### config.mk
export PLATFORM = sky130hd
export DESIGN_NAME = greedy_full_text_justifier_core
export DESIGN_NICKNAME = d
export VERILOG_FILES = /design/src/rtl/gfj_pkg.sv /design/src/rtl/greedy_full_text_justifier_core.sv /design/src/rtl/gfj_ram.sv /design/src/rtl/gfj_div.sv /design/src/rtl/gfj_datapath.sv /design/src/rtl/gfj_ctrl.sv
export VERILOG_INCLUDE_DIRS = /design/src /design/src/rtl
export SDC_FILE = /design/constraint.sdc
export NUM_CORES = 1
export LEC_CHECK = 0
export BUFFER_PORTS_ARGS = -buffer_cell sky130_fd_sc_hd__buf_4
export CORE_MARGIN = 2
export CORE_UTILIZATION = 50
export CTS_CLUSTER_DIAMETER = 120
export DETAILED_ROUTE_END_ITERATION = 8
export GPL_TIMING_DRIVEN = 0
export MAX_ROUTING_LAYER = met4
export PLACE_DENSITY = 0.68
export SYNTH_ARGS = -nofsm -noshare
export SYNTH_HDL_FRONTEND = slang
export SYNTH_HIERARCHICAL = 1
export SYNTH_SLANG_ARGS = --single-unit
### constraint.sdc
create_clock -name clk -period 3.3 [get_ports clk]
set_input_delay 0.495 -clock clk [delete_from_list [all_inputs] [get_ports clk]]
set_output_delay 0.495 -clock clk [all_outputs]
set_load 0.02 [all_outputs]
### src/rtl/greedy_full_text_justifier_core_macros.svh
// assertion macros used by the justifier datapath
`ifndef GREEDY_FULL_TEXT_JUSTIFIER_CORE_MACROS_SVH
`define GREEDY_FULL_TEXT_JUSTIFIER_CORE_MACROS_SVH

// property must hold at every rising clock edge outside reset
`define GFJ_ASSERT(lbl, clk, rst_n, prop, msg) \
	lbl: assert property (@(posedge clk) disable iff (!rst_n) prop) else $error(msg);

// condition must never be seen outside reset
`define GFJ_ASSERT_NEVER(lbl, clk, rst_n, cond, msg) \
	`GFJ_ASSERT(lbl, clk, rst_n, !(cond), msg)

`endif

### src/rtl/gfj_pkg.sv
// shared constants, controller states and command/status types of the justifier
package gfj_pkg;

	localparam int MAX_LINE  = 32;
	localparam int CHAR_W    = 8;
	localparam int CFG_W     = 6;
	localparam int WIDTH_RST = 16;

	localparam logic [CHAR_W-1:0] SPACE_CHAR = 8'h20;

	typedef enum logic [3:0] {
		ST_IDLE,
		ST_CHECK,
		ST_DIV_GO,
		ST_DIV_WAIT,
		ST_EMIT_RD,
		ST_EMIT_WR,
		ST_APPEND,
		ST_COPY_RD,
		ST_COPY_WR,
		ST_FINISH
	} state_t;

	typedef struct packed {
		logic take;
		logic div_start;
		logic emit_step;
		logic final_line;
		logic add_gap;
		logic copy_step;
		logic finish;
	} cmd_t;

	typedef struct packed {
		logic out_free;
		logic overflow;
		logic multi;
		logic div_done;
		logic emit_last;
		logic copy_last;
		logic text_end;
	} status_t;

endpackage

### src/rtl/greedy_full_text_justifier_core.sv
// top level of the greedy full text justifier
//
// channel   dir  handshake          payload
// s_        in   s_tvalid/s_tready  tdata char_in, tlast word_end, tuser text_end
// m_        out  m_tvalid/m_tready  tdata char_out, tlast line_last, tuser text_last,word_cut
// cfg_      in   cfg_valid/cfg_ready cfg_data line_width (always ready)
//
// a character inside a word is taken straight in idle; a word end moves the word
// from the word ram into the line ram, one ram read and one write per letter
// a line goes out with one line ram read and one output write per character, after
// the divider has worked out the gap spreading for a spread line
// s_tready is high only while idle; a stalled m_ side holds the sequencer in place
// arst_n clears all control state; the rams need no clearing pass
module greedy_full_text_justifier_core #(
	parameter int MaxLine = gfj_pkg::MAX_LINE
) (
	input  logic                       clk,
	input  logic                       arst_n,
	input  logic                       s_tvalid,
	output logic                       s_tready,
	input  logic [gfj_pkg::CHAR_W-1:0] s_tdata,   // [7:0] char_in
	input  logic                       s_tlast,
	input  logic                       s_tuser,   // [0] text_end
	output logic                       m_tvalid,
	input  logic                       m_tready,
	output logic [gfj_pkg::CHAR_W-1:0] m_tdata,   // [7:0] char_out
	output logic                       m_tlast,
	output logic [1:0]                 m_tuser,   // [0] text_last, [1] word_cut
	input  logic                       cfg_valid,
	output logic                       cfg_ready,
	input  logic [gfj_pkg::CFG_W-1:0]  cfg_data
);

	gfj_pkg::cmd_t    cmd;
	gfj_pkg::status_t st;
	logic             text_last;
	logic             word_cut;

	gfj_ctrl u_ctrl (
		.clk     (clk),
		.arst_n  (arst_n),
		.s_tvalid(s_tvalid),
		.s_tlast (s_tlast),
		.s_tuser (s_tuser),
		.s_tready(s_tready),
		.st      (st),
		.cmd     (cmd)
	);

	gfj_datapath #(
		.MaxLine(MaxLine)
	) u_datapath (
		.clk          (clk),
		.arst_n       (arst_n),
		.cmd          (cmd),
		.st           (st),
		.char_in      (s_tdata),
		.text_end_in  (s_tuser),
		.cfg_valid    (cfg_valid),
		.cfg_ready    (cfg_ready),
		.cfg_data     (cfg_data),
		.out_valid    (m_tvalid),
		.out_ready    (m_tready),
		.out_char     (m_tdata),
		.out_line_last(m_tlast),
		.out_text_last(text_last),
		.out_cut      (word_cut)
	);

	assign m_tuser = {word_cut, text_last};

endmodule

### src/rtl/gfj_ram.sv
// generic single write port ram with registered read
module gfj_ram #(
	parameter int Width = 8,
	parameter int Depth = 32
) (
	input  logic                     clk,
	input  logic                     we,
	input  logic [$clog2(Depth)-1:0] waddr,
	input  logic [Width-1:0]         wdata,
	input  logic [$clog2(Depth)-1:0] raddr,
	output logic [Width-1:0]         rdata
);

	logic [Width-1:0] mem_q [Depth];

	always_ff @(posedge clk) begin
		if (we) begin
			mem_q[waddr] <= wdata;
		end
		rdata <= mem_q[raddr];
	end

endmodule

### src/rtl/gfj_div.sv
// multi-cycle restoring divider for the gap spreading quotient and remainder
module gfj_div #(
	parameter int W = 6
) (
	input  logic         clk,
	input  logic         arst_n,
	input  logic         start,
	input  logic [W-1:0] dividend,
	input  logic [W-1:0] divisor,
	output logic         done,
	output logic [W-1:0] quo,
	output logic [W-1:0] rem
);

	localparam int CntW = $clog2(W + 1);

	logic [W-1:0]    rem_q;
	logic [W-1:0]    quo_q;
	logic [W-1:0]    div_q;
	logic [CntW-1:0] cnt_q;
	logic            busy_q;
	logic            done_q;
	logic [W:0]      shifted;
	logic [W:0]      diff;
	logic            ge;

	assign shifted = {rem_q, quo_q[W-1]};
	assign diff    = shifted - {1'b0, div_q};
	assign ge      = !diff[W];

	always_ff @(posedge clk or negedge arst_n) begin
		if (!arst_n) begin
			busy_q <= 1'b0;
			done_q <= 1'b0;
			cnt_q  <= '0;
		end else begin
			done_q <= 1'b0;
			if (start) begin
				busy_q <= 1'b1;
				cnt_q  <= CntW'(W);
			end else if (busy_q) begin
				cnt_q <= cnt_q - CntW'(1);
				if (cnt_q == CntW'(1)) begin
					busy_q <= 1'b0;
					done_q <= 1'b1;
				end
			end
		end
	end

	always_ff @(posedge clk) begin
		if (start) begin
			rem_q <= '0;
			quo_q <= dividend;
			div_q <= divisor;
		end else if (busy_q) begin
			rem_q <= ge ? diff[W-1:0] : shifted[W-1:0];
			quo_q <= {quo_q[W-2:0], ge};
		end
	end

	assign done = done_q;
	assign quo  = quo_q;
	assign rem  = rem_q;

endmodule

### src/rtl/gfj_datapath.sv
// word and line stores, line counters, gap spreading and output register
`include "greedy_full_text_justifier_core_macros.svh"

module gfj_datapath #(
	parameter int MaxLine = gfj_pkg::MAX_LINE
) (
	input  logic                         clk,
	input  logic                         arst_n,
	input  gfj_pkg::cmd_t                cmd,
	output gfj_pkg::status_t             st,
	input  logic [gfj_pkg::CHAR_W-1:0]   char_in,
	input  logic                         text_end_in,
	input  logic                         cfg_valid,
	output logic                         cfg_ready,
	input  logic [gfj_pkg::CFG_W-1:0]    cfg_data,
	output logic                         out_valid,
	input  logic                         out_ready,
	output logic [gfj_pkg::CHAR_W-1:0]   out_char,
	output logic                         out_line_last,
	output logic                         out_text_last,
	output logic                         out_cut
);

	localparam int AW = $clog2(MaxLine);
	localparam int CW = $clog2(MaxLine + 1);
	localparam int RstWidth = (gfj_pkg::WIDTH_RST > MaxLine) ? MaxLine : gfj_pkg::WIDTH_RST;

	logic [CW-1:0]      w_q;
	logic [CW-1:0]      wl_q;
	logic               lost_q;
	logic               text_end_q;
	logic [CW-1:0]      used_q;
	logic [CW-1:0]      letters_q;
	logic [CW-1:0]      wc_q;
	logic               cut_q;
	logic [MaxLine-1:0] gap_q;
	logic [CW-1:0]      c_q;
	logic [CW-1:0]      i_q;
	logic [CW-1:0]      pos_q;
	logic [CW-1:0]      rep_q;
	logic [CW-1:0]      gap_cnt_q;

	logic               out_valid_q;
	logic [gfj_pkg::CHAR_W-1:0] out_char_q;
	logic               out_line_last_q;
	logic               out_text_last_q;
	logic               out_cut_q;

	logic [gfj_pkg::CFG_W-1:0] cfg_clamped;
	logic                      word_we;
	logic                      line_we;
	logic [gfj_pkg::CHAR_W-1:0] line_wdata;
	logic [gfj_pkg::CHAR_W-1:0] word_rdata;
	logic [gfj_pkg::CHAR_W-1:0] line_rdata;
	logic [CW:0]               need;
	logic                      div_done;
	logic [CW-1:0]             div_quo;
	logic [CW-1:0]             div_rem;
	logic                      out_free;
	logic                      spread;
	logic                      step;
	logic                      emit_last;
	logic [CW-1:0]             n_spaces;
	logic [gfj_pkg::CHAR_W-1:0] emit_char;
	logic                      emit_gap;
	logic                      emit_adv;

	assign cfg_ready = 1'b1;

	always_comb begin
		cfg_clamped = cfg_data;
		if (cfg_data == '0) begin
			cfg_clamped = gfj_pkg::CFG_W'(1);
		end else if (cfg_data > gfj_pkg::CFG_W'(MaxLine)) begin
			cfg_clamped = gfj_pkg::CFG_W'(MaxLine);
		end
	end

	assign word_we    = cmd.take && (wl_q < w_q);
	assign line_we    = (cmd.add_gap && (wc_q != '0)) || cmd.copy_step;
	assign line_wdata = cmd.add_gap ? gfj_pkg::SPACE_CHAR : word_rdata;

	gfj_ram #(
		.Width(gfj_pkg::CHAR_W),
		.Depth(MaxLine)
	) u_word_ram (
		.clk  (clk),
		.we   (word_we),
		.waddr(wl_q[AW-1:0]),
		.wdata(char_in),
		.raddr(c_q[AW-1:0]),
		.rdata(word_rdata)
	);

	gfj_ram #(
		.Width(gfj_pkg::CHAR_W),
		.Depth(MaxLine)
	) u_line_ram (
		.clk  (clk),
		.we   (line_we),
		.waddr(used_q[AW-1:0]),
		.wdata(line_wdata),
		.raddr(i_q[AW-1:0]),
		.rdata(line_rdata)
	);

	gfj_div #(
		.W(CW)
	) u_div (
		.clk     (clk),
		.arst_n  (arst_n),
		.start   (cmd.div_start),
		.dividend(w_q - letters_q),
		.divisor (wc_q - CW'(1)),
		.done    (div_done),
		.quo     (div_quo),
		.rem     (div_rem)
	);

	assign need      = {1'b0, used_q} + {1'b0, wl_q} + (CW + 1)'(1);
	assign out_free  = !out_valid_q || out_ready;
	assign spread    = !cmd.final_line && (wc_q > CW'(1));
	assign step      = cmd.emit_step && out_free;
	assign emit_last = pos_q == (w_q - CW'(1));
	assign emit_gap  = gap_q[i_q[AW-1:0]];
	assign emit_adv  = (rep_q == '0) && (i_q < used_q);
	assign n_spaces  = spread ? (div_quo + CW'(gap_cnt_q < div_rem)) : CW'(1);

	always_comb begin
		emit_char = gfj_pkg::SPACE_CHAR;
		if (emit_adv && !emit_gap) begin
			emit_char = line_rdata;
		end
	end

	always_comb begin
		st           = '0;
		st.out_free  = out_free;
		st.overflow  = (wc_q != '0) && (need > {1'b0, w_q});
		st.multi     = wc_q > CW'(1);
		st.div_done  = div_done;
		st.emit_last = emit_last;
		st.copy_last = (c_q + CW'(1)) == wl_q;
		st.text_end  = text_end_q;
	end

	always_ff @(posedge clk or negedge arst_n) begin
		if (!arst_n) begin
			w_q        <= CW'(RstWidth);
			wl_q       <= '0;
			lost_q     <= 1'b0;
			text_end_q <= 1'b0;
			used_q     <= '0;
			letters_q  <= '0;
			wc_q       <= '0;
			cut_q      <= 1'b0;
			gap_q      <= '0;
			c_q        <= '0;
			i_q        <= '0;
			pos_q      <= '0;
			rep_q      <= '0;
			gap_cnt_q  <= '0;
			out_valid_q <= 1'b0;
		end else begin
			if (out_valid_q && out_ready) begin
				out_valid_q <= 1'b0;
			end
			if (cfg_valid) begin
				w_q       <= cfg_clamped[CW-1:0];
				wl_q      <= '0;
				lost_q    <= 1'b0;
				used_q    <= '0;
				letters_q <= '0;
				wc_q      <= '0;
				cut_q     <= 1'b0;
				gap_q     <= '0;
				c_q       <= '0;
			end else begin
				if (cmd.take) begin
					text_end_q <= text_end_in;
					if (word_we) begin
						wl_q <= wl_q + CW'(1);
					end else begin
						lost_q <= 1'b1;
					end
				end
				if (cmd.add_gap && (wc_q != '0)) begin
					gap_q[used_q[AW-1:0]] <= 1'b1;
					used_q <= used_q + CW'(1);
				end
				if (cmd.copy_step) begin
					used_q <= used_q + CW'(1);
					c_q    <= c_q + CW'(1);
				end
				if (cmd.finish) begin
					letters_q <= letters_q + wl_q;
					wc_q      <= wc_q + CW'(1);
					cut_q     <= cut_q || lost_q;
					wl_q      <= '0;
					lost_q    <= 1'b0;
					c_q       <= '0;
				end
				if (step) begin
					out_valid_q <= 1'b1;
					pos_q       <= pos_q + CW'(1);
					if (rep_q != '0) begin
						rep_q <= rep_q - CW'(1);
					end else if (emit_adv) begin
						i_q <= i_q + CW'(1);
						if (emit_gap) begin
							rep_q     <= n_spaces - CW'(1);
							gap_cnt_q <= gap_cnt_q + CW'(1);
						end
					end
					if (emit_last) begin
						used_q    <= '0;
						letters_q <= '0;
						wc_q      <= '0;
						cut_q     <= 1'b0;
						gap_q     <= '0;
						i_q       <= '0;
						pos_q     <= '0;
						rep_q     <= '0;
						gap_cnt_q <= '0;
					end
				end
			end
		end
	end

	always_ff @(posedge clk) begin
		if (step) begin
			out_char_q      <= emit_char;
			out_line_last_q <= emit_last;
			out_text_last_q <= emit_last && cmd.final_line;
			out_cut_q       <= cut_q;
		end
	end

	assign out_valid     = out_valid_q;
	assign out_char      = out_char_q;
	assign out_line_last = out_line_last_q;
	assign out_text_last = out_text_last_q;
	assign out_cut       = out_cut_q;

	`GFJ_ASSERT(a_used_fits, clk, arst_n, used_q <= w_q, "pending line exceeds line width")
	`GFJ_ASSERT(a_word_fits, clk, arst_n, wl_q <= w_q, "stored word exceeds line width")
	`GFJ_ASSERT(a_gap_count, clk, arst_n, $countones(gap_q) <= wc_q, "more gaps than words")
	`GFJ_ASSERT_NEVER(a_pos_range, clk, arst_n, pos_q >= w_q, "output position past line end")

endmodule

### src/rtl/gfj_ctrl.sv
// controller state machine sequencing word intake, line append and line output
module gfj_ctrl (
	input  logic             clk,
	input  logic             arst_n,
	input  logic             s_tvalid,
	input  logic             s_tlast,
	input  logic             s_tuser,
	output logic             s_tready,
	input  gfj_pkg::status_t st,
	output gfj_pkg::cmd_t    cmd
);

	gfj_pkg::state_t state_q;
	gfj_pkg::state_t state_d;
	logic            final_q;
	logic            final_d;

	always_ff @(posedge clk or negedge arst_n) begin
		if (!arst_n) begin
			state_q <= gfj_pkg::ST_IDLE;
			final_q <= 1'b0;
		end else begin
			state_q <= state_d;
			final_q <= final_d;
		end
	end

	always_comb begin
		state_d  = state_q;
		final_d  = final_q;
		cmd      = '0;
		s_tready = 1'b0;
		case (state_q)
			gfj_pkg::ST_IDLE: begin
				s_tready = 1'b1;
				if (s_tvalid) begin
					cmd.take = 1'b1;
					if (s_tlast || s_tuser) begin
						state_d = gfj_pkg::ST_CHECK;
					end
				end
			end
			gfj_pkg::ST_CHECK: begin
				if (st.overflow) begin
					final_d = 1'b0;
					state_d = st.multi ? gfj_pkg::ST_DIV_GO : gfj_pkg::ST_EMIT_RD;
				end else begin
					state_d = gfj_pkg::ST_APPEND;
				end
			end
			gfj_pkg::ST_DIV_GO: begin
				cmd.div_start = 1'b1;
				state_d = gfj_pkg::ST_DIV_WAIT;
			end
			gfj_pkg::ST_DIV_WAIT: begin
				if (st.div_done) begin
					state_d = gfj_pkg::ST_EMIT_RD;
				end
			end
			gfj_pkg::ST_EMIT_RD: begin
				state_d = gfj_pkg::ST_EMIT_WR;
			end
			gfj_pkg::ST_EMIT_WR: begin
				cmd.final_line = final_q;
				if (st.out_free) begin
					cmd.emit_step = 1'b1;
					if (st.emit_last) begin
						state_d = final_q ? gfj_pkg::ST_IDLE : gfj_pkg::ST_APPEND;
					end else begin
						state_d = gfj_pkg::ST_EMIT_RD;
					end
				end
			end
			gfj_pkg::ST_APPEND: begin
				cmd.add_gap = 1'b1;
				state_d = gfj_pkg::ST_COPY_RD;
			end
			gfj_pkg::ST_COPY_RD: begin
				state_d = gfj_pkg::ST_COPY_WR;
			end
			gfj_pkg::ST_COPY_WR: begin
				cmd.copy_step = 1'b1;
				state_d = st.copy_last ? gfj_pkg::ST_FINISH : gfj_pkg::ST_COPY_RD;
			end
			gfj_pkg::ST_FINISH: begin
				cmd.finish = 1'b1;
				if (st.text_end) begin
					final_d = 1'b1;
					state_d = gfj_pkg::ST_EMIT_RD;
				end else begin
					state_d = gfj_pkg::ST_IDLE;
				end
			end
			default: begin
				state_d = gfj_pkg::ST_IDLE;
			end
		endcase
	end

endmodule

== Yosys cells after proc, flatten, opt, wreduce, memory -nomap -nowiden ==
Memory sizes are Yosys's and may differ from the RTL's. A register that Yosys moved wholly into a read port is not among the register bits.
Cells that the tools add are included.

* Register bits after elaboration: 135
* RAM bits: 512
* Bits of input ports: 21
* Output and inout bits: 14
* Memories kept: 2

{| class="wikitable"
|+ Memory list
! memory !! words !! bits a word !! read ports !! clocked after Yosys merged registers in !! write ports !! line !! source
|-
| u_datapath.u_line_ram.mem_q || 32 || 8 || 1 || 1 || 1 || gfj_ram.sv:14 || <nowiki>logic [Width-1:0] mem_q [Depth];</nowiki>
|-
| u_datapath.u_word_ram.mem_q || 32 || 8 || 1 || 1 || 1 || gfj_ram.sv:14 ||
|}

* $add $sub $neg: 18
* $lt $le $gt $ge: 9
* Equal/unequal tests: 20
* Multiplexer cells: 93
* Bitwise gates (word level): 2
* Reduce and logical (&&, ||, !) cells: 41

{| class="wikitable"
|+ Operators by type and width
! operator !! number
|-
| $mux W6 || 38
|-
| $mux W32 || 4
|-
| $add A6 B1 Y6 const B || 7
|-
| $pmux W4 S10 || 1
|-
| $mux W1 || 33
|-
| $or A32 B32 Y32 || 1
|-
| $mux W4 || 7
|-
| $sub A6 B1 Y6 const B || 4
|-
| $lt A6 B6 Y1 || 3
|-
| $eq A4 B3 Y1 const B || 4
|-
| $mux W3 || 5
|-
| $reduce_bool A3 Y1 || 5
|-
| $eq A6 B6 Y1 || 2
|-
| $logic_not A6 Y1 || 2
|-
| $lt A5 B6 Y1 const B || 2
|-
| $reduce_and A4 Y1 || 3
|-
| $reduce_bool A6 Y1 || 2
|-
| $logic_and A1 B1 Y1 || 10
|-
| $ne A2 B1 Y1 const B || 5
|-
| $eq A4 B2 Y1 const B || 2
|-
| $eq A4 B4 Y1 const B || 2
|-
| $mux W8 || 1
|-
| $reduce_and A2 Y1 || 4
|-
| $reduce_bool A2 Y1 || 4
|-
| other kinds (25) || 32
|}

== Longest topological paths before layout ==
Gate-level depths: netlist of run 1.

* Depth after elaboration: 12
* Depth in mapped cells: 17
* Mapped depth without buffers: 17

== Hierarchy ==
Netlist of run 1, hierarchy kept.

{| class="wikitable"
|+ Modules (own cells, without submodules)
! module !! instances !! cells each !! area an instance (um2) !! seq. area each (um2)
|-
| gfj_ram || 2 || 417 || 10053.4 || 7847.5
|-
| gfj_datapath || 1 || 734 || 6974.2 || 2733.9
|-
| gfj_div || 1 || 112 || 1251.2 || 605.6
|-
| gfj_ctrl || 1 || 59 || 454.2 || 125.1
|-
| greedy_full_text_justifier_core || 1 || 2 || 15.0 || 0.0
|}

== Least setup slack after synthesis of run 1 ==
No wires, ideal clock.

* Path type: register to register
* Start point: register u_datapath.wl_q[0]
* End point: register u_ctrl.state_q[2]
* Setup time: 132 ps
* Arrival time: 3022 ps
* Required time: 3168 ps
* Setup slack: 146 ps
* Cell stages (with the launch flop): 17
* Path buffers: 0
* Period minus slack after synthesis: 3154 ps
* Cells stage by stage: dfrtp_1 -> inv_1 -> ha_1 -> fa_1 -> inv_1 -> a21o_1 -> a21oi_1 -> xnor2_1 -> ha_1 -> and3_1 -> a221oi_1 -> a41o_1 -> a22oi_1 -> a21oi_1 -> a21o_1 -> a221oi_1 -> a21oi_2

{| class="wikitable"
|+ RTL lines
! item !! line !! source
|-
| from (decl) || gfj_datapath.sv:29 || <nowiki>logic [CW-1:0] wl_q;</nowiki>
|-
| from (signal assigned) || gfj_datapath.sv:182 || <nowiki>wl_q <= wl_q + CW'(1);</nowiki>
|-
| to (signal assigned) || gfj_ctrl.sv:20 || <nowiki>state_q <= gfj_pkg::ST_IDLE;</nowiki>
|-
| to (signal assigned) || gfj_ctrl.sv:23 || <nowiki>state_q <= state_d;</nowiki>
|-
| to (decl) || gfj_ctrl.sv:13 || <nowiki>gfj_pkg::state_t state_q;</nowiki>
|}

== Worst setup path in the final report of run 1 ==
* Start point: register u_datapath.u_div.rem_q[1], in the netlist u_datapath/u_div/rem[1]
* End point: register u_datapath.rep_q[5]

* Cells in the longest elaborated chain, start to end: 8

{| class="wikitable"
|+ Ends and longest elaborated chain
! item !! line !! source
|-
| from (decl) || gfj_div.sv:17 || <nowiki>logic [W-1:0] rem_q;</nowiki>
|-
| from (signal assigned) || gfj_div.sv:57 || <nowiki>rem_q <= ge ? diff[W-1:0] : shifted[W-1:0];</nowiki>
|-
| $lt A6 B6 Y1 || gfj_datapath.sv:127 || <nowiki>assign n_spaces = spread ? (div_quo + CW'(gap_cnt_q < div_rem)) : CW'(1);</nowiki>
|-
| $add A6 B1 Y6 || gfj_datapath.sv:127 ||
|-
| $mux W6 || gfj_datapath.sv:127 ||
|-
| $sub A6 B1 Y6 || gfj_datapath.sv:211 || <nowiki>rep_q <= n_spaces - CW'(1);</nowiki>
|-
| $mux W6 || gfj_datapath.sv:210 || <nowiki>if (emit_gap) begin</nowiki>
|-
| $mux W6 || gfj_datapath.sv:208 || <nowiki>end else if (emit_adv) begin</nowiki>
|-
| $mux W6 || gfj_datapath.sv:206 || <nowiki>if (rep_q != '0) begin</nowiki>
|-
| $mux W6 || gfj_datapath.sv:215 || <nowiki>if (emit_last) begin</nowiki>
|-
| to (signal assigned) || gfj_datapath.sv:207 || <nowiki>rep_q <= rep_q - CW'(1);</nowiki>
|-
| to (signal assigned) || gfj_datapath.sv:211 ||
|-
| to (decl) || gfj_datapath.sv:40 || <nowiki>logic [CW-1:0] rep_q;</nowiki>
|}

No other way between the ends. The select of a mux whose other input is x is not followed.
A chain may end at the register's enable or synchronous reset.

==> out/summary.txt, run 1 <==
Final net count: 1,978
R2R depth: 15
Launch point of the worst path: u_datapath/u_div/rem[1]
Gpl congestion: 0.8369
Critical path peak fanout: 4
Cell accounting for the most synthesized area: edfxtp_1
Buffers & Inverters on Critical Path: 2
Uppermost metal layer occupied by signal nets: met4
Minimum clock period: 3.231 ns
Final routed DRC violation total: 0
Syn nets: 1,828
Total Routing Usage GR: 21.99%
Count of cell types in the netlist: 83
Fraction of layout cells with a size suffix above 1: 28.17%
Most frequent cells in the layout: edfxtp_1 (535), mux4_2 (160), nor2_1 (96), dfrtp_1 (96), buf_4 (89)
Setup crit end kind: register
Status: completed
TritonRoute pass-1 iters: 5
Tot Pwr: 20,500 uW
Initial antenna violation count: 0
Ys async rst share: 15.99%
HP Start: cfg_data[5]
Clk_skew: 0.02238 ns
CP arrival: 3.78 ns
Max-cap violation count: 0
# IOs: 35
Avg Cell Area, Syn: 16.54 um^2
Total core area: 0.05671 mm^2
Via count: 15.95k
Pins Over Slew Limit: 0
Top cells by area, synth: edfxtp_1 (56%), mux4_2 (13%), dfrtp_1 (9.1%)
Number of CTS-inserted buffers: 70
Leading cell type in the layout, fill and taps excluded: edfxtp_1
RSZ-0062 raised after global routing: true
Area Growth Syn to Fin: 15.13%
Crit-path cells: inv_1 -> ha_1 -> a21o_1 -> a21o_1 -> a21o_1 -> a21o_1 -> a21oi_2 -> ha_2 -> buf_6 -> and3_4 -> a31oi_4 -> or3_1 -> a211o_2 -> a41o_1 -> a21oi_2
Metal-1 WL: 27.09 mm
Post-synth top area share: 55.78%
DRT Wirelength: 62.29 mm
Clk slew on worst S/H paths: 0.06 ns
DP Wirelength: 41.01 mm
Row cnt: 87
Remaining antenna violation count: 0
Leak pwr: 0.01119 uW
Slew HR: 32.59%
Vias in the first global route: 15.94k
Fin crit share: 97.91%
Max Root-Sink Buffers: 3
Synthesized area: 0.02880 mm^2
Die Wd: 244.0 um
Critical R2R Capture: u_datapath/rep_q[5]
Yosys warns: 6
R2r setup slk: 0.07 ns
Grt total ovfl: 0
Routed vias/inst: 5.905
Clock root buffer: clkbuf_16
Most frequent CP cell: a21o_1
Cell area power density: 618.4 mW/mm^2
Met3 WL post-DR: 3.649 mm
Worst hold margin: 0.06504 ns
Hold Crit Endpoint: u_datapath/w_q[4]
Worst setup SP type: register
Reg-to-reg startpoint: u_datapath/u_div/rem[1]
Routed len/inst: 23.06 um
CP required: 3.85 ns
Htree depth: 3
CTS tree: built
Skew-Pair Late Insertion Delay: 0.62 ns
Port Buf Inserts: 33
Worst-margin pin slew: 1.011 ns
Height of the die: 244.0 um
Largest net degree at the start of global routing: 107
Worst path max stage delay: 0.39 ns
Fmax: 309.5 MHz
Synth Instances: 1,741
CP top delay family: compound AO/OA/AOI/OAI gates
Seq/Total Area, Yosys: 66.52%
Die area: 0.05954 mm^2
Kind of critical path: reg2reg
Worst hold path class: in2reg
N_diodes: 0
First-pass GRT wire length: 96.15 mm
Post-synth EDFFs: 535
Initial core utilization: 50.78%
WL met2: 29.98 mm
Clock sinks: 663
Synth Register Bits: 663
Synth Flop Type: edfxtp_1
Hold depth: 2
Initial DRC count: 1,324
Final setup vio count: 0
Worst vdd ir: 0.0005062 V
Slowest cell on the critical path: or3_1
Final Hold Fails: 0
==> cells in the mapped netlist (4+ instances only) <==
cell / n
nor2b_1: 20
a22oi_1: 10
nand3b_1: 15
dfrtp_1: 105
nand4_1: 9
mux2i_1: 35
xor2_1: 25
clkbuf_1: 30
or3b_2: 9
o21ai_0: 36
nor4_1: 4
mux4_2: 160
a21oi_1: 72
buf_2: 7
nor3b_1: 6
edfxtp_1: 535
buf_6: 10
and2_1: 9
a31oi_1: 8
a211oi_1: 8
dfxtp_1: 22
nor2_1: 161
buf_1: 17
or3_1: 11
buf_4: 22
nand2b_1: 24
a21o_1: 19
nand2_1: 46
nor3_1: 18
xnor2_1: 32
mux2_2: 22
o211ai_1: 5
ha_1: 62
nand3_1: 19
inv_1: 55
and3_1: 14
fa_1: 4
==> metrics by stage <==
step	utilization, %	setup TNS [ns]	area, um^2	setup slack, ns	std cells
floorplan	-	0	28800	0.1460	1741
global placement	52.89	-272.54	30000	-0.9134	2530
detailed placement	53.11	-351.07	30120	-1.170	2537
CTS	57.88	-0.2396	32830	-0.02635	2681
global route	58.47	-0.1434	33160	-0.04397	2701
finish	58.47	0	33160	0.06904	2701
==> area by class of cell <==
type | count | area (um^2)
buffer | 84 | 484.2
clock buffer | 90 | 1879
clock inverter | 36 | 272.8
fill | 4252 | 23560
inverter | 56 | 216.5
multi-input combinational | 936 | 9472
sequential | 663 | 19180
tap | 756 | 945.9
timing repair buffer | 80 | 708.2
==> worst max-delay path by stage <==
| stage | to | cells after the start |
|---|---|---|
| floorplan | u_ctrl/state_q[2] | 16 |
| global placement | u_datapath/u_line_ram/mem_q[0][1] | 9 |
| detailed placement | u_datapath/u_line_ram/mem_q[8][1] | 9 |
| CTS | u_datapath/u_line_ram/mem_q[26][4] | 8 |
| global route | u_datapath/rep_q[5] | 15 |
| finish | u_datapath/rep_q[5] | 15 |
==> flip-flops by register name (all words and copies together), names as in the netlist, 8 cells and up <==
register and count:
u_datapath/u_word_ram/rdata 8, u_datapath/u_line_ram/rdata 8, u_datapath/gap_q 32, u_datapath/u_line_ram/mem_q 256, u_datapath/u_word_ram/mem_q 256, u_datapath/out_char 8
==> where the power goes <==
part	total (uW)	internal, uW	switching (uW)	leakage (uW)
clock network	7370	4150	3220	0.00105
registers	9900	9630	264	0.00641
logic	3240	1380	1860	0.00374
==> metal layers <==
layer	up-vias	track usage (%)
met1	8303	30.44
met4	0	6.779
met2	460	33.63
met3	101	3.918
li1	7085	-
met5	-	-
==> kinds of logic (layout without fill, tap and decap cells) <==
logic type | count (synthesis) | count (layout) | share of synthesized area (%)
multiplexers | 217 | 217 | 14.59
XOR/XNOR | 57 | 57 | 1.733
adder cells (fa/ha/maj) | 66 | 66 | 2.971
other | 1 | 1 | 0.01302
AND/OR/NAND/NOR | 389 | 389 | 6.999
flip-flops | 663 | 663 | 66.52
buffers and inverters | 142 | 346 | 2.428
AO/OA/AOI/OAI | 206 | 206 | 4.744
==> what timing repair did <==
item,in CTS,in global routing
setup endpoints to repair,517,270
hold buffers,0,1
setup buffers,20,18
endpoints found under the hold margin,0,28
resized for setup,126,36
pin swaps,7,19
No activity file was read; power rests on OpenSTA's default activity.
==> run 2, diff against run 1 <==
==> constraint.sdc (replaced) <==
create_clock -name clk -period 2.7 [get_ports clk]
set_input_delay 0.405 -clock clk [delete_from_list [all_inputs] [get_ports clk]]
set_output_delay 0.405 -clock clk [all_outputs]
set_load 0.02 [all_outputs]
==> out/summary.txt, run 2 (synthesized netlist as in run 1, its figures left out) <==
Max-cap violation count: 0 (unchanged)
Die area: 0.05954 mm^2 (unchanged)
Layout filler cell count: 4,153 (-2.3%)
Leading cell type in the layout, fill and taps excluded: edfxtp_1
Initial core utilization: 50.78% (unchanged)
Total Routing Usage GR: 22.80% (+0.81 points)
Fmax: 324.3 MHz (+4.8%)
Worst hold margin: 0.03992 ns (-0.02512 ns)
Initial antenna violation count: 1 (+1)
Placed inst area: 0.03034 mm^2 (+0.74%)
Final setup vio count: 28 (+28)
Kind of critical path: reg2reg
Clock sinks: 663 (unchanged)
Clock root buffer: clkbuf_16
Area occupied by multi-input gates: 0.009781 mm^2 (+3.3%)
Worst-margin pin slew: 0.9207 ns (-0.09051 ns)
Final Hold Fails: 0 (unchanged)
Row cnt: 87 (unchanged)
Fraction of layout cells with a size suffix above 1: 32.61% (+4.4 points)
Remaining antenna violation count: 0 (unchanged)
Vias in the first global route: 16.54k (+3.8%)
Failing checks: setup timing
Area Growth Syn to Fin: 18.78%
Worst setup SP type: register
CP required: 3.19 ns (-0.66 ns)
Grt total ovfl: 0 (unchanged)
Final instance area: 0.03421 mm^2 (+3.2%)
Setup crit end kind: register
Slew HR: 37.97% (+5.4 points)
Leak pwr: 0.01165 uW (+4.1%)
Combinational power share: 16.6% (+0.8 points)
Skew-Pair Late Insertion Delay: 0.62 ns (about the same)
Routed len/inst: 23.41 um (+1.5%)
Via count: 16.33k (+2.4%)
Largest regs: u_datapath/u_line_ram/mem_q: 256 flops, u_datapath/u_word_ram/mem_q: 256 flops, u_datapath/gap_q: 32 flops
Gpl congestion: 0.8668 (+3.6%)
Die Wd: 244.0 um (unchanged)
Cell area power density: 742.2 mW/mm^2 (+20%)
RSZ-0062 raised after global routing: true
TritonRoute pass-1 iters: 5 (unchanged)
Height of the die: 244.0 um (unchanged)
Share of power burned in the clock network: 35.8% (about the same)
Most frequent cells in the layout: edfxtp_1 (535), mux4_2 (160), buf_4 (107)
Placed Cells incl. Taps: 2,537 (unchanged)
Htree depth: 3 (unchanged)
Power Internal: 18,810 uW (+24%)
Worst vdd ir: 0.0005804 V (+15%)
Clk_skew: 0.03603 ns (+0.01364 ns)
Initial DRC count: 1,475 (+11%)
CTS tree: built
Worst hold path class: in2reg
Final routed DRC violation total: 0 (unchanged)
Total core area: 0.05671 mm^2 (unchanged)
Port Buf Inserts: 33 (unchanged)
Status: finished with violations
Final net count: 2,029 (+2.6%)
Largest net degree at the start of global routing: 107 (unchanged)
Final Instance Count excl. Fillers: 2,750 (+1.8%)
Sw Pwr: 6578 uW (+23%)
First-pass GRT wire length: 100.1 mm (+4.1%)
Routed vias/inst: 5.939 (+0.58%)
Fin crit share: 114.2% (+16 points)
Part of the power in registers: 47.6% (-0.7 points)
DRT Wirelength: 64.38 mm (+3.4%)
Max Root-Sink Buffers: 3 (unchanged)
Switching share of power: 25.91% (-0.15 points)
Minimum clock period: 3.083 ns (-0.1475 ns)
Pins Over Slew Limit: 0 (unchanged)
Tot Pwr: 25,390 uW (+24%)
# IOs: 35 (unchanged)
Setup ws final: -0.3835 ns (-0.4525 ns)
Clk slew on worst S/H paths: 0.06 ns (about the same)
CP arrival: 3.57 ns (-0.21 ns)
Critical path peak fanout: 3 (-1)
Number of CTS-inserted buffers: 69 (-1.4%)
Fin util: 60.32% (+1.9 points)
DP Wirelength: 41.79 mm (+1.9%)
Register Area: 0.01918 mm^2 (unchanged)
[run 2: cell types whose count changed in the layout (fill, tap and decap cells not counted), moves of 5 or more]
cell      delta
buf_12      +24
a21oi_1      -5
dfrtp_2      +8
inv_2        +5
buf_6        +6
nor2_4      +19
buf_4       +18
inv_1        -6
nor2_2      -17
ha_4         +5
dfrtp_1      -6
clkbuf_2    +12
buf_2        +6
clkbuf_1    -16
[run 2: area by class of cell]
cell class	instances	area share, %
multi-input cells	936	28.59
repair buffers	131	4.155
inverters	56	0.6401
diodes	1	0.007315
well taps	756	2.765
clock buffers	87	5.307
flip-flops and latches	663	56.07
clock inverters	35	0.9180
plain buffers	85	1.551
[run 2: per-stage QoR]
stage,setup TNS (ns),worst slack (ns)
global route,-10.49,-0.4944
CTS,-2.093,-0.4186
floorplan,-0.7601,-0.2119
global placement,-510.91,-0.9554
detailed placement,-524.82,-1.137
finish,-2.090,-0.3835
[run 2: critical path: stages, from the launching register on]
cell	delay, ns
dfrtp_2	0.45
ha_4	0.25
a21o_1	0.18
a21oi_2	0.15
o21bai_1	0.09
a21oi_2	0.15
xnor2_1	0.10
ha_1	0.31
and3_4	0.18
a221oi_2	0.05
a41o_1	0.22
a22oi_2	0.21
nor2b_2	0.21
o21ai_2	0.07
a211oi_2	0.26
o21ai_2	0.09
[run 2: what timing repair did]
item                                    4_1_cts  5_1_grt
buffers inserted                             77       12
endpoints found under the setup margin      627      505
gates resized for setup                     164       40
gates cloned                                  0        0
endpoints found under the hold margin         4      105
hold buffers                                  3        1
pin swaps                                    65       29
[run 2: layer usage]
| layer | up-vias | track usage (%) | wire [um] |
|---|---|---|---|
| li1 | 7187 | - | - |
| met1 | 8457 | 31.51 | 27260 |
| met2 | 563 | 35.23 | 31090 |
| met3 | 126 | 3.556 | 4048 |
| met4 | 0 | 7.192 | 1971 |
| met5 | - | - | 0 |
[run 2: worst paths after layout]
path / startpoint / end / slack, ns / depth (start not counted)
max: u_datapath/used_q[1] / u_ctrl/state_q[1] / -0.38 / 15
min: s_tuser / u_datapath/text_end_q / 0.04 / 2
max reg2reg: u_datapath/used_q[1] / u_ctrl/state_q[1] / -0.38 / 15
min reg2reg: u_datapath/cut_q / u_datapath/out_cut / 0.47 / 0
max in group asynchronous: arst_n / u_datapath/used_q[3] / 1.80 / 3
min in group asynchronous: arst_n / u_datapath/u_div/cnt_q[0] / 0.15 / 2
[run 2: power by group through the flow]
stage          Combinational [uW]  Clock [uW]  Sequential (uW)
2_1_floorplan                2680           0            12300
3_3_place_gp                 3570           0            12300
3_5_place_dp                 3810           0            12300
4_1_cts                      4070        9270            12100
5_1_grt                      4600        9660            12100
6_report                     4210        9080            12100
==> run 3, diff against run 2 <==
--- a/config.mk
+++ b/config.mk
@@ -8,12 +8,13 @@
 export LEC_CHECK = 0
 export BUFFER_PORTS_ARGS = -buffer_cell sky130_fd_sc_hd__buf_4
 export CORE_MARGIN = 2
-export CORE_UTILIZATION = 50
+export CORE_UTILIZATION = 57
 export CTS_CLUSTER_DIAMETER = 120
 export DETAILED_ROUTE_END_ITERATION = 8
 export GPL_TIMING_DRIVEN = 0
 export MAX_ROUTING_LAYER = met4
-export PLACE_DENSITY = 0.68
+export PLACE_DENSITY = 0.76
+export SKIP_CTS_REPAIR_TIMING = 1
 export SYNTH_ARGS = -nofsm -noshare
 export SYNTH_HDL_FRONTEND = slang
 export SYNTH_HIERARCHICAL = 1
==> out/summary.txt, run 3 (synthesized netlist as in run 1, its figures left out) <==
Status: finished with violations
Failing checks: setup timing
Cell area power density: 763.1 mW/mm^2 (+2.8%)
R2r setup slk: -0.46 ns (-0.08 ns)
Initial core utilization: 57.52% (+6.7 points)
First-pass GRT wire length: 95.45 mm (-4.6%)
Leading cell type in the layout, fill and taps excluded: edfxtp_1
Minimum clock period: 3.164 ns (+0.08062 ns)
Initial DRC count: 1,687 (+14%)
Combinational power share: 16.8% (+0.2 points)
Worst slack, placed: -1.013 ns (+0.1242 ns)
DRT Wirelength: 64.54 mm (+0.25%)
Clock sinks: 663 (unchanged)
CP arrival: 3.70 ns (+0.13 ns)
Worst path max stage delay: 0.42 ns (-0.03 ns)
Register Area: 0.01919 mm^2 (about the same)
Area Growth Syn to Fin: 18.35%
# IOs: 35 (unchanged)
Skew-Pair Late Insertion Delay: 0.61 ns (about the same)
Total Routing Usage GR: 24.74% (+1.9 points)
Switching share of power: 25.75% (-0.16 points)
Slowest cell on the critical path: dfrtp_2
Fmax: 316.0 MHz (-2.5%)
Crit-path cells: ha_4 -> a21o_1 -> a21o_1 -> a21o_1 -> a21o_1 -> a21oi_2 -> ha_4 -> ha_4 -> xnor2_4 -> a31oi_4 -> or3_1 -> a211o_2 -> a41o_1 -> a21oi_2
Clk slew on worst S/H paths: 0.06 ns (about the same)
Largest net degree at the start of global routing: 107 (unchanged)
Hold depth: 3 (+1)
Sw Pwr: 6697 uW (+1.8%)
Most frequent CP cell: a21o_1
Setup ws final: -0.4641 ns (-0.08062 ns)
Critical path peak fanout: 3 (unchanged)
Fraction of layout cells with a size suffix above 1: 32.17% (-0.44 points)
Htree depth: 3 (unchanged)
Routed vias/inst: 6.169 (+3.9%)
Final Hold Fails: 0 (unchanged)
Setup crit end kind: register
Initial antenna violation count: 1 (unchanged)
Grt total ovfl: 0 (unchanged)
Die area: 0.05234 mm^2 (-12%)
Clock root buffer: clkbuf_16
Worst-margin pin slew: 0.9141 ns (-0.006592 ns)
Via count: 16.35k (+0.092%)
HP Start: cfg_data[2]
Critical R2R Capture: u_datapath/rep_q[5]
Number of CTS-inserted buffers: 68 (-1.4%)
Height of the die: 228.8 um (-6.2%)
Most frequent cells in the layout: edfxtp_1 (535), mux4_2 (160), buf_4 (102)
Final net count: 2,009 (-0.99%)
Slew HR: 38.59% (+0.62 points)
Routed len/inst: 24.35 um (+4.0%)
Port Buf Inserts: 33 (unchanged)
Fin crit share: 117.2% (+3.0 points)
DP Wirelength: 40.84 mm (-2.3%)
Max Root-Sink Buffers: 3 (unchanged)
Worst hold path class: in2reg
Die Wd: 228.8 um (-6.2%)
Area occupied by multi-input gates: 0.009829 mm^2 (+0.50%)
Gpl congestion: 0.8437 (-2.7%)
Worst vdd ir: 0.0008942 V (+54%)
Max-cap violation count: 0 (unchanged)
Part of the power in registers: 46.6% (-1.0 points)
Final routed DRC violation total: 0 (unchanged)
Power Internal: 19,310 uW (+2.7%)
Vias in the first global route: 15.95k (-3.6%)
Pins Over Slew Limit: 0 (unchanged)
CTS tree: built
Hold Crit Endpoint: u_datapath/w_q[2]
Worst setup SP type: register
R2R depth: 14 (-1)
Largest regs: u_datapath/u_line_ram/mem_q: 256 flops, u_datapath/u_word_ram/mem_q: 256 flops, u_datapath/gap_q: 32 flops
CP required: 3.24 ns (+0.05 ns)
Kind of critical path: reg2reg
Total negative slack: -12.57 ns (-10.48 ns)
TritonRoute pass-1 iters: 5 (unchanged)
Total core area: 0.05007 mm^2 (-12%)
Final setup vio count: 136 (+390%)
Remaining antenna violation count: 0 (unchanged)
Leak pwr: 0.01161 uW (-0.33%)
Clk_skew: 0.02184 ns (-0.01419 ns)
Reg-to-reg startpoint: u_datapath/gap_cnt_q[1]
Layout filler cell count: 3,252 (-22%)
RSZ-0062 raised after global routing: true
Row cnt: 82 (-5.7%)
Share of power burned in the clock network: 36.6% (+0.8 points)
-- run 3: cell count changes in the layout (fill, tap and decap cells not counted), sizes merged --
cell,delta
clkinvlp,-1
clkbuf,+6
dlygate4sd3,-2
buf,-19
clkinv,+2
clkdlybuf4s15,-1
inv,-3
bufinv,+2
-- run 3: cell type report --
class / count / area share, %
antenna: 1 / 0.007341
timing repair buffer: 112 / 3.506
clock inverter: 35 / 1.068
clock buffer: 90 / 5.638
multi-input combinational: 936 / 28.84
tap: 672 / 2.467
sequential: 663 / 56.30
buffer: 85 / 1.520
inverter: 56 / 0.6571
-- run 3: worst max-delay path, delay by kind of cell, from the launching register on --
kind | cells | cell delay, ns
flops | 1 | 0.42
xor+xnor | 1 | 0.15
compound gates | 9 | 1.59
simple gates | 1 | 0.34
fa+ha+maj | 3 | 0.59
-- run 3: worst max-delay path by stage --
stage                            start                            endpoint  slack (ns)
2_1_floorplan  u_datapath/gap_cnt_q[1]                 u_datapath/rep_q[5]       -0.21
3_3_place_gp         u_ctrl/state_q[0]  u_datapath/u_line_ram/mem_q[21][3]       -0.78
3_5_place_dp         u_ctrl/state_q[0]   u_datapath/u_line_ram/mem_q[9][2]       -1.01
4_1_cts              u_ctrl/state_q[0]   u_datapath/u_line_ram/mem_q[9][7]       -1.06
5_1_grt             u_datapath/wl_q[1]                   u_ctrl/state_q[2]       -0.60
6_report       u_datapath/gap_cnt_q[1]                 u_datapath/rep_q[5]       -0.46
-- run 3: power by group through the flow --
stage | clock network, uW | logic [uW] | registers (uW)
3_5_place_dp | 0 | 3860 | 12300
2_1_floorplan | 0 | 2680 | 12300
3_3_place_gp | 0 | 3550 | 12300
5_1_grt | 10000 | 4760 | 12200
6_report | 9520 | 4370 | 12100
4_1_cts | 9640 | 3880 | 12100
-- run 3: through the flow --
stage	instances	utilization, %	total power, uW	hold WS, ns	instance area (um^2)
6_report	2650	68.08	26010	0.01700	34090
5_1_grt	2650	68.08	26970	0.01352	34090
4_1_cts	2578	65.03	25630	-0.04377	32560
3_5_place_dp	2453	60.47	16170	0.4716	30270
3_3_place_gp	2446	60.15	15860	0.4756	30110
2_1_floorplan	1741	-	14930	0.1094	29030
-- run 3: layer usage --
metal / track usage (%) / wire length (um)
met5: - / 0
met4: 6.778 / 1527
met3: 3.505 / 3879
met2: 39.54 / 33050
met1: 33.87 / 26080
